$ cat src/hw/rtl/fpsh_pkg.sv
// ----------------------------------------------------------------------------
// fpsh_pkg
// Shared types and constants of the selected-pixel histogram block.
// ----------------------------------------------------------------------------
package fpsh_pkg;

    // Value that the first word of every frame must carry.
    localparam logic [31:0] HEADER_WORD = 32'h0123_4567;

    // Largest value of a saturating 32-bit counter.
    localparam logic [31:0] SAT_MAX = 32'hFFFF_FFFF;

    // Configuration register indexes, decoded from the word address.
    localparam logic [0:0] CFG_SELECT_ROW    = 1'b0;
    localparam logic [0:0] CFG_SELECT_COLUMN = 1'b1;

    // Kind of a result word.
    typedef enum logic [1:0] {
        KIND_SAMPLE    = 2'd0,
        KIND_HDR_ERROR = 2'd1,
        KIND_BIN_COUNT = 2'd2
    } kind_t;

    // Pixel selection held in the configuration registers.
    typedef struct packed {
        logic [6:0] select_row;
        logic [6:0] select_column;
    } fpsh_cfg_t;

    // Request handed from the frame controller to the histogram stage.
    typedef struct packed {
        kind_t       kind;
        logic [31:0] sample_value;
        logic [31:0] sample_number;
        logic [31:0] overflow_count;
        logic        bin_rd;
        logic        bin_inc;
    } fpsh_req_t;

    // Finished result word.
    typedef struct packed {
        kind_t       kind;
        logic [31:0] sample_value;
        logic [31:0] sample_number;
        logic [31:0] bin_count;
        logic [31:0] overflow_count;
    } fpsh_res_t;

endpackage

$ cat src/hw/rtl/fpsh_cfg_regs.sv
// ----------------------------------------------------------------------------
// fpsh_cfg_regs
// APB register file holding the selected row and column.
// ----------------------------------------------------------------------------
module fpsh_cfg_regs
    import fpsh_pkg::*;
(
    input  logic        clk,
    input  logic        rst_n,
    input  logic        psel,
    input  logic        penable,
    input  logic        pwrite,
    input  logic [2:0]  paddr,
    input  logic [31:0] pwdata,
    output logic [31:0] prdata,
    output logic        pready,
    output fpsh_cfg_t   cfg
);

    logic [6:0] select_row_reg;
    logic [6:0] select_column_reg;
    logic       wr_en;

    assign pready = 1'b1;
    assign wr_en  = psel && penable && pwrite;

    // Register writes at the access phase.
    always_ff @(posedge clk or negedge rst_n)
    begin
        if (!rst_n)
        begin
            select_row_reg    <= '0;
            select_column_reg <= '0;
        end
        else if (wr_en)
        begin
            case (paddr[2])
                CFG_SELECT_ROW:    select_row_reg    <= pwdata[6:0];
                CFG_SELECT_COLUMN: select_column_reg <= pwdata[6:0];
                default:           ;
            endcase
        end
    end

    // Read mux.
    always_comb
    begin
        case (paddr[2])
            CFG_SELECT_ROW:    prdata = {25'd0, select_row_reg};
            CFG_SELECT_COLUMN: prdata = {25'd0, select_column_reg};
            default:           prdata = '0;
        endcase
    end

    assign cfg.select_row    = select_row_reg;
    assign cfg.select_column = select_column_reg;

endmodule

$ cat config.mk
export PLATFORM = sky130hd
export DESIGN_NAME = fpsh_cfg_regs
export DESIGN_NICKNAME = d
export VERILOG_FILES = /design/src/hw/rtl/fpsh_pkg.sv /design/src/hw/rtl/fpsh_cfg_regs.sv
export SDC_FILE = /design/constraint.sdc
export NUM_CORES = 1
export LEC_CHECK = 0
export BUFFER_PORTS_ARGS = -buffer_cell sky130_fd_sc_hd__buf_2
export CORE_MARGIN = 1.5
export CORE_UTILIZATION = 34
export CTS_CLUSTER_DIAMETER = 40
export DETAILED_ROUTE_END_ITERATION = 6
export PLACE_DENSITY = 0.78
export SYNTH_ARGS = -nofsm -noshare
export SYNTH_HDL_FRONTEND = slang
export SYNTH_SLANG_ARGS = --single-unit
export TNS_END_PERCENT = 50
$ cat constraint.sdc
create_clock -name clk -period 0.8 [get_ports clk]
set_input_delay 0.08 -clock clk [delete_from_list [all_inputs] [get_ports clk]]
set_output_delay 0.08 -clock clk [all_outputs]
set_load 0.02 [all_outputs]
==> impl_metrics.ini <==
[job]
drv_cap = 0

[yosys]
yosys.area.top_type = dfrtp_1
synth_area_per_cell_um2 = 12.68
synth_warnings = 0
synth_compound_area_share_pct = 0
synth-adder-area-share_pct = 0
synth_xor_area_share_pct = 0
synth_common_cells = buf_4, mux2_2, dfrtp_1
ys_ff_latch = 14
muxShareOfSynthArea_pct = 28.25
yosysMostFrequentCell = buf_4
synth_edf_count = 0
netlist_top_cells_area = dfrtp_1, mux2_2, buf_4
syn_inst = 66
yosys.area_share.simple_pct = 4.335
yosysSeqAreaShare_pct = 41.85
netlist.area_leader.share_pct = 41.85
syn-cell-area_um2 = 837.1
synth.distinct_cells = 7
synthArstFlopShare_pct = 100.0
synth_top_family_by_area = multiplexers
synth_ff_type = dfrtp_1

[floorplanning]
core_um2 = 2276
initial_core_util_pct = 36.78
ios = 87
die_width_um = 52.62
num_rows = 17
die_y_um = 52.62
fp.dieArea_um2 = 2768

[timing]
fin_crit_sh_pct = 147.5
grt_setup_unrepaired = yes
hold_viol = 0
setup_viol = 30
setup_ws_ns = -0.3799
fin_crit_ns = 1.180
fin_skew_ns = 0
clock.fmax_ghz = 0.8475
final_max_slew_viol_count = 0
hold_ws_ns = 0.05096

[power]
report.power.total_mw = 3.137
ir_drop_v = 0.001330
p_per_area_nw_per_um2 = 2466
p_leak_nw = 0.6813

[min_path]
hp-class = input pin to register

[placement]
dp.cells = 127
gp_congestion = 0.6422
dp_hpwl_um = 1138
placed_cell_area_um2 = 987.2
post-place-ws_ns = -0.1383
portBuffers = 33

[critical_path]
cp-start-kind = register
crit_fanout = 2
worst-setup-path-type = register to output pin
path_cells = mux2_4, buf_6
cp.arrival_ns = 1.10
crit_slowest_cell = dfrtp_2
slowest_delay_ns = 0.42
end_kind = output pin
worstPathRequired_ns = 0.72

[routing]
drt_iter0_drc = 3
wl_um = 1661
post_drt_wl_per_cell_um = 11.70
vias_per_cell = 4.232
num_vias = 601
antenna_left = 0
remaining_drc_errors = 0
drt_pre_antenna_iters = 4

[global_route]
grt_max_degree = 15
grt_pass1_vias = 579
overflow = 0
antenna_found_initial = 0
grtUsageTotal_pct = 12.70
grt_pass1_wl_um = 2587

[finish]
final_cells = 142
drive_above_1_share_pct = 76.32
num-nets-final = 155
syn_to_final_growth_pct = 52.02
antenna_cells = 0
fillers = 198
fin_area_um2 = 1272

[clock_tree]
clock-sinks = 14
cts_buffers = 3
insertion_delay_ns = 0.27
path_clk_slew_ns = 0.08
cts_tree = yes
cts_buffer_depth = 2
cts-root-buf = clkbuf_4
htree_levels = 1

[status]
status = complete, but fails checks
violations = negative setup slack
-- critical path, delay by kind of cell (launching register included) --
family	cells	cell delay (ns)
mux	1	0.28
buf+inv	1	0.13
flops	1	0.42
-- layout by cell type (no fill, tap or decap) --
cell | netlist | final
clkbuf_8 | 0 | 1
buf_2 | 0 | 17
mux2_2 | 21 | 6
conb_1 | 2 | 26
dfrtp_2 | 0 | 14
nand4_2 | 1 | 1
dlygate4sd3_1 | 0 | 1
mux2_4 | 0 | 15
clkbuf_4 | 0 | 3
nand4b_4 | 1 | 1
buf_4 | 26 | 4
buf_6 | 1 | 25
-- through the flow --
step,TNS (ns),util (%)
after floorplan,-0.5617,-
after global placement,-2.470,43.38
after detailed placement,-2.650,43.38
after CTS,-6.185,53.16
after global routing,-6.957,55.91
final,-6.064,55.91
-- cell type report --
| class | count | area [um2] | share of cell area, % |
|---|---|---|---|
| clock buffers | 4 | 36.28 | 2.852 |
| multi-input cells | 49 | 426.7 | 33.53 |
| flip-flops and latches | 14 | 367.9 | 28.91 |
| well taps | 28 | 35.03 | 2.753 |
| repair buffers | 47 | 406.6 | 31.96 |
-- repair_timing --
action,4_1_cts,5_1_grt
cloned,0,0
endpoints found under the hold margin,14,0
gates resized for setup,32,19
setup buffers,9,3
setup endpoints to repair,21,34
hold buffers,1,0
pin swaps,0,0
-- per-layer routing --
| metal | routed length, um | vias up | share of wire (%) | GRT usage (%) |
|---|---|---|---|---|
| li1 | - | 265 | - | - |
| met1 | 674 | 286 | 41 | 14.92 |
| met2 | 782 | 46 | 47 | 23.33 |
| met3 | 177 | 4 | 11 | 2.857 |
| met4 | 25 | 0 | 1.5 | 2.564 |
| met5 | 0 | - | 0 | 0 |
-- power breakdown --
part / switching (mW) / internal, mW
registers: 0.111 / 0.892
logic: 0.735 / 0.902
clock network: 0.222 / 0.276
-- final timing paths --
path                                             startpoint                          endpoint  slack (ns)  depth (start not counted)
min                                               pwdata[5]  select_column_reg[5]$_DFFE_PN0P_        0.05                          2
min in group asynchronous                             rst_n     select_row_reg[4]$_DFFE_PN0P_        0.23                          2
max reg2reg                   select_row_reg[4]$_DFFE_PN0P_     select_row_reg[4]$_DFFE_PN0P_       -0.20                          3
min reg2reg                select_column_reg[5]$_DFFE_PN0P_  select_column_reg[5]$_DFFE_PN0P_        0.54                          1
max in group asynchronous                             rst_n  select_column_reg[3]$_DFFE_PN0P_        0.31                          2
max                           select_row_reg[3]$_DFFE_PN0P_                         prdata[3]       -0.38                          2
-- cells by family after synthesis --
group,Yosys count
buffers and inverters,27
muxes,21
DFF,14
and+or+nand+nor,2
other,2
Note: power is estimated with default switching activity, not from simulation.
