==> src/hw/rtl/fpsh_pkg.sv <==
// ----------------------------------------------------------------------------
// fpsh_pkg
// Shared types and constants of the selected-pixel histogram block.
// ----------------------------------------------------------------------------
package fpsh_pkg;

    // Value that the first word of every frame must carry.
    localparam logic [31:0] HEADER_WORD = 32'h0123_4567;

    // Largest value of a saturating 32-bit counter.
    localparam logic [31:0] SAT_MAX = 32'hFFFF_FFFF;

    // Configuration register indexes, decoded from the word address.
    localparam logic [0:0] CFG_SELECT_ROW    = 1'b0;
    localparam logic [0:0] CFG_SELECT_COLUMN = 1'b1;

    // Kind of a result word.
    typedef enum logic [1:0] {
        KIND_SAMPLE    = 2'd0,
        KIND_HDR_ERROR = 2'd1,
        KIND_BIN_COUNT = 2'd2
    } kind_t;

    // Pixel selection held in the configuration registers.
    typedef struct packed {
        logic [6:0] select_row;
        logic [6:0] select_column;
    } fpsh_cfg_t;

    // Request handed from the frame controller to the histogram stage.
    typedef struct packed {
        kind_t       kind;
        logic [31:0] sample_value;
        logic [31:0] sample_number;
        logic [31:0] overflow_count;
        logic        bin_rd;
        logic        bin_inc;
    } fpsh_req_t;

    // Finished result word.
    typedef struct packed {
        kind_t       kind;
        logic [31:0] sample_value;
        logic [31:0] sample_number;
        logic [31:0] bin_count;
        logic [31:0] overflow_count;
    } fpsh_res_t;

endpackage

==> src/hw/rtl/fpsh_frame_ctrl.sv <==
// ----------------------------------------------------------------------------
// fpsh_frame_ctrl
// Header check, pixel position counters, sample and overflow counters.
// ----------------------------------------------------------------------------
module fpsh_frame_ctrl
    import fpsh_pkg::*;
#(
    parameter int COLUMNS  = 96,
    parameter int ROWS     = 98,
    parameter int ADC_BINS = 16384,
    parameter int AW       = 14
)
(
    input  logic          clk,
    input  logic          rst_n,
    input  logic          fire,
    input  logic          action,
    input  logic [31:0]   frame_word,
    input  logic          first_flag,
    input  logic          last_flag,
    input  logic [13:0]   bin_index,
    input  fpsh_cfg_t     cfg,
    output logic          req_valid,
    output fpsh_req_t     req,
    output logic [AW-1:0] req_addr
);

    localparam int CW = (COLUMNS > 1) ? $clog2(COLUMNS) : 1;
    localparam int RW = (ROWS > 1) ? $clog2(ROWS) : 1;

    logic          frame_ok_reg, frame_ok_next;
    logic [CW-1:0] col_reg, col_next;
    logic [RW-1:0] row_reg, row_next;
    logic [31:0]   ovf_reg, ovf_next;
    logic [31:0]   smp_reg, smp_next;

    logic [31:0]   bin_ext;
    logic          word_in_range;
    logic          bin_in_range;
    logic          at_select;

    assign bin_ext       = 32'(bin_index);
    assign word_in_range = frame_word < 32'(ADC_BINS);
    assign bin_in_range  = bin_ext < 32'(ADC_BINS);
    assign at_select     = (32'(col_reg) == 32'(cfg.select_column)) &&
                           (32'(row_reg) == 32'(cfg.select_row));

    // Per-word decision and next state of the frame bookkeeping.
    always_comb
    begin
        frame_ok_next = frame_ok_reg;
        col_next      = col_reg;
        row_next      = row_reg;
        ovf_next      = ovf_reg;
        smp_next      = smp_reg;
        req_valid     = 1'b0;
        req           = '0;
        req.kind      = KIND_SAMPLE;
        req_addr      = '0;

        if (fire)
        begin
            if (action)
            begin
                // Bin read: no state changes.
                req_valid          = 1'b1;
                req.kind           = KIND_BIN_COUNT;
                req.bin_rd         = bin_in_range;
                req.overflow_count = ovf_reg;
                req_addr           = bin_ext[AW-1:0];
            end
            else if (last_flag)
            begin
                frame_ok_next = 1'b0;
            end
            else if (first_flag)
            begin
                col_next = '0;
                row_next = '0;
                if (frame_word == HEADER_WORD)
                begin
                    frame_ok_next = 1'b1;
                end
                else
                begin
                    frame_ok_next      = 1'b0;
                    req_valid          = 1'b1;
                    req.kind           = KIND_HDR_ERROR;
                    req.overflow_count = ovf_reg;
                end
            end
            else if (frame_ok_reg)
            begin
                // Step the column, wrapping into the row.
                if (col_reg == CW'(COLUMNS - 1))
                begin
                    col_next = '0;
                    row_next = (row_reg == RW'(ROWS - 1)) ? '0 : row_reg + 1'b1;
                end
                else
                begin
                    col_next = col_reg + 1'b1;
                end

                if (at_select)
                begin
                    req_valid         = 1'b1;
                    req.kind          = KIND_SAMPLE;
                    req.sample_value  = frame_word;
                    req.sample_number = smp_reg;
                    smp_next          = smp_reg + 32'd1;
                    if (word_in_range)
                    begin
                        req.bin_rd  = 1'b1;
                        req.bin_inc = 1'b1;
                        req_addr    = frame_word[AW-1:0];
                    end
                    else if (ovf_reg != SAT_MAX)
                    begin
                        ovf_next = ovf_reg + 32'd1;
                    end
                    req.overflow_count = ovf_next;
                end
            end
        end
    end

    // State registers.
    always_ff @(posedge clk or negedge rst_n)
    begin
        if (!rst_n)
        begin
            frame_ok_reg <= 1'b0;
            col_reg      <= '0;
            row_reg      <= '0;
            ovf_reg      <= '0;
            smp_reg      <= '0;
        end
        else
        begin
            frame_ok_reg <= frame_ok_next;
            col_reg      <= col_next;
            row_reg      <= row_next;
            ovf_reg      <= ovf_next;
            smp_reg      <= smp_next;
        end
    end

endmodule

==> config.mk <==
export PLATFORM = sky130hd
export DESIGN_NAME = fpsh_frame_ctrl
export DESIGN_NICKNAME = d
export VERILOG_FILES = /design/src/hw/rtl/fpsh_pkg.sv /design/src/hw/rtl/fpsh_frame_ctrl.sv
export SDC_FILE = /design/constraint.sdc
export NUM_CORES = 1
export LEC_CHECK = 0
export BUFFER_PORTS_ARGS = -buffer_cell sky130_fd_sc_hd__buf_2
export CAP_MARGIN = 0
export CORE_MARGIN = 4
export CORE_UTILIZATION = 42
export DETAILED_ROUTE_END_ITERATION = 10
export PLACE_DENSITY = 0.68
export SYNTH_ARGS = -nofsm -noshare
export SYNTH_HDL_FRONTEND = slang
export SYNTH_SLANG_ARGS = --single-unit
==> constraint.sdc <==
create_clock -name clk -period 2.76 [get_ports clk]
set_input_delay 0.138 -clock clk [delete_from_list [all_inputs] [get_ports clk]]
set_output_delay 0.138 -clock clk [all_outputs]
set_load 0.01 [all_outputs]
==> implementation parameters <==
Parameter                              Value

Drt
  DR WL/cell ... 17.8 µm
  Number of antenna-violating nets in the routed design ... 0
  Drt total wl ... 19.0 mm
  First-pass iteration count of the detailed router ... 4
  DRC violation count after routing ... 0
  Number of design-rule violations left by the first detailed-router iteration ... 414
  Total number of vias ... 5963
  Ratio of routed vias to standard cells ... 5.59

Clock tree
  Skew-Pair Late Insertion Delay ... 0.34 ns
  Clock Sinks ... 79
  TritonCTS clock tree ... done
  Cell at the root of the clock tree ... sky130_fd_sc_hd__clkbuf_16
  Clock input transition at the sequential cells of the worst setup and hold paths ... 0.06 ns
  Max Buffers Root-to-Sink ... 2
  CTS Hold Bufs ... 0
  TritonCTS Buffers ... 9
  CTS H-tree depth ... 3

Yosys
  Post-Synthesis Cell Area ... 0.00560 mm²
  Cell type with the highest aggregate area in the netlist ... sky130_fd_sc_hd__dfrtp_1
  Yosys warns ... 0
  Count of flip-flops with a built-in enable after synthesis ... 0
  Sequential-to-total area share from yosys stat ... approximately a third
  Asr flop ratio synth ... 100%
  Synth Net Count ... ~720
  Average cell area after synthesis ... approximately 8.6 µm²
  Gate count after technology mapping ... roughly 650
  Top post-synthesis cells by area ... sky130_fd_sc_hd__dfrtp_1 35%, sky130_fd_sc_hd__and2_1 8.0%, sky130_fd_sc_hd__xnor2_1 7.5%
  Most used DFF post-synth ... sky130_fd_sc_hd__dfrtp_1
  Share of Yosys cell area claimed by the top area cell type ... 35.3%
  Distinct cells, synth ... 60
  Number of synthesized register bits ... 79

Timing
  Clock period minus worst slack ... 2.78 ns
  Setup repair after global routing missed its margin ... true
  Final setup margin ... -0.0198 ns
  Worst hold margin ... -0.0261 ns
  Slew HR ... a little under a third
  Max frequency ... 360 MHz
  Period utilisation layout ... 101%
  Total count of max-transition violations in the final report ... 0
  Final Setup Violations ... 3
  Final hold vios ... 19
  Worst Skew ... 0.0136 ns
  Tightest Pin Transition ... 1.04 ns

Layout
  Highest-count cells in the layout ignoring fill and taps ... 178 x sky130_fd_sc_hd__buf_2, 72 x sky130_fd_sc_hd__and2_1, 71 x sky130_fd_sc_hd__buf_4
  Share of cells above drive strength 1 ... 38.5%
  Fillers ... 1115
  # diodes ... 0
  Commonest non-fill, non-tap cell in the layout ... sky130_fd_sc_hd__buf_2
  Register area ... between 0.0015 and 0.002 mm²
  Signed area change from the synthesized netlist to the final layout ... 40.8%
  Multi-input combinational cell area ... between 0.003 and 0.004 mm²
  Final Net Count ... 961

Global routing
  Residual overflow from global routing ... 0
  Pin count of the biggest net entering global routing ... 80
  All-layer global routing usage ... 24.6%
  First-pass GRT wire length ... 29.5 mm
  Antenna violations before repair ... 0
  Vias in the first global route ... around 5700

Place
  Number of port buffers ... 180
  Post-placement worst setup slack ... around 0.019 ns
  Final weighted congestion in routability-driven placement ... 0.921
  Detail Placement HPWL ... 13.6 mm

Die
  Effective utilization at floorplan ... 43.7%
  Vertical extent of the die ... 124 µm
  Cell row count ... 41
  Placeable core area ... 0.0128 mm²
  # IOs ... ~180
  Area of the die ... approximately 0.015 mm²
  DIE WIDTH ... 124 µm

Setup path
  Startpoint types ... flip-flop
  Crit-path max FO ... 4
  Type of the worst setup path ... reg2out
  CP arrival ... 2.64 ns
  Critical path capture point type ... output pin
  Required time reported for the critical path endpoint ... 2.62 ns

Status
  Failing checks ... negative hold slack, negative setup slack
  Result of the run ... finished with violations

Job
  Maximum capacitance violations ... 0

Min path
  HP Class ... in2async

Power
  Standby leakage power ... 0.00385 µW
  Total power per unit cell area ... 343 mW/mm²
  Worst IR Drop VDD ... 306 µV
-- cell usage after synthesis, types with 17 or more instances --
cell type                  number
sky130_fd_sc_hd__nor2_1        40
sky130_fd_sc_hd__clkbuf_1      22
sky130_fd_sc_hd__nand2_1       56
sky130_fd_sc_hd__a22o_1        17
sky130_fd_sc_hd__o21ai_0       29
sky130_fd_sc_hd__nand4_1       28
sky130_fd_sc_hd__dfrtp_1       79
sky130_fd_sc_hd__nand3_1       38
sky130_fd_sc_hd__nor3_1        21
sky130_fd_sc_hd__xor2_1        31
sky130_fd_sc_hd__xnor2_1       48
sky130_fd_sc_hd__and2_1        72
-- per-stage QoR --
stage	utilization (%)	power, µW	std cells	area (µm²)	TNS (ns)
floorplan	-	1330	653	5600	0
detailed placement	53.7	1470	1008	6880	0
CTS	58.8	2680	1044	7540	-0.0767
global placement	53.7	1460	1008	6880	0
finish	61.5	2700	1067	7890	-0.0440
global route	61.5	2810	1067	7890	-0.935
-- timing repair --
item | in CTS | in global routing
gates cloned | 2 | 1
buffers inserted | 18 | 22
pin swaps | 11 | 20
gates resized for setup | 34 | 48
setup endpoints to repair | 79 | 64
-- layer usage --
layer  vias to the layer above  track usage [%]  wire, µm
met1                      2841             32.4      8030
met2                       262             40.4      9090
met3                        42             3.57      1350
met5                         -                0         0
met4                         0             10.5       567
li1                       2818                -         -
-- worst max-delay path, cell delays in order, from the launching register on --
cell	delay [ns]
sky130_fd_sc_hd__dfrtp_2	0.42
sky130_fd_sc_hd__nand2_1	0.09
sky130_fd_sc_hd__or3_4	0.41
sky130_fd_sc_hd__or4_4	0.59
sky130_fd_sc_hd__buf_6	0.16
sky130_fd_sc_hd__a311oi_2	0.25
sky130_fd_sc_hd__o21ai_1	0.11
sky130_fd_sc_hd__o31ai_2	0.09
sky130_fd_sc_hd__buf_2	0.19
-- kinds of logic after synthesis --
kind of cell               Yosys count  share of synthesized area [%]
adders and majority gates            5                           1.12
and+or+nand+nor                    337                           34.2
DFF                                 79                           35.3
muxes                                9                           1.67
buffers and inverters               49                           3.95
AOI/OAI and AO/OA                   95                           11.5
xor gates and xnor gates            79                           12.3
-- cell type report --
class                      instances  share of cell area (%)
multi-input combinational        525                    46.8
sequential                        79                    25.2
timing repair buffer             264                    21.0
clock buffer                      10                    3.03
tap                              172                    2.73
clock inverter                     6                   0.761
inverter                          11                   0.523
-- report_power, final --
group	switching, µW	internal, µW
clock	479	720
sequential	24.7	1180
combinational	171	132
total	675	2030
-- worst paths after layout --
path	cells past startpoint	from	endpoint	slack, ns
max	8	ovf_reg[21]	req[27]	-0.02
min	1	rst_n	row_reg[2]	-0.03
max reg2reg	8	col_reg[3]	smp_reg[12]	0.28
min reg2reg	1	smp_reg[31]	smp_reg[31]	0.47
max in group asynchronous	1	rst_n	ovf_reg[12]	2.04
min in group clk	2	last_flag	frame_ok_reg	0.10
No activity file was read; power rests on OpenSTA's default activity.
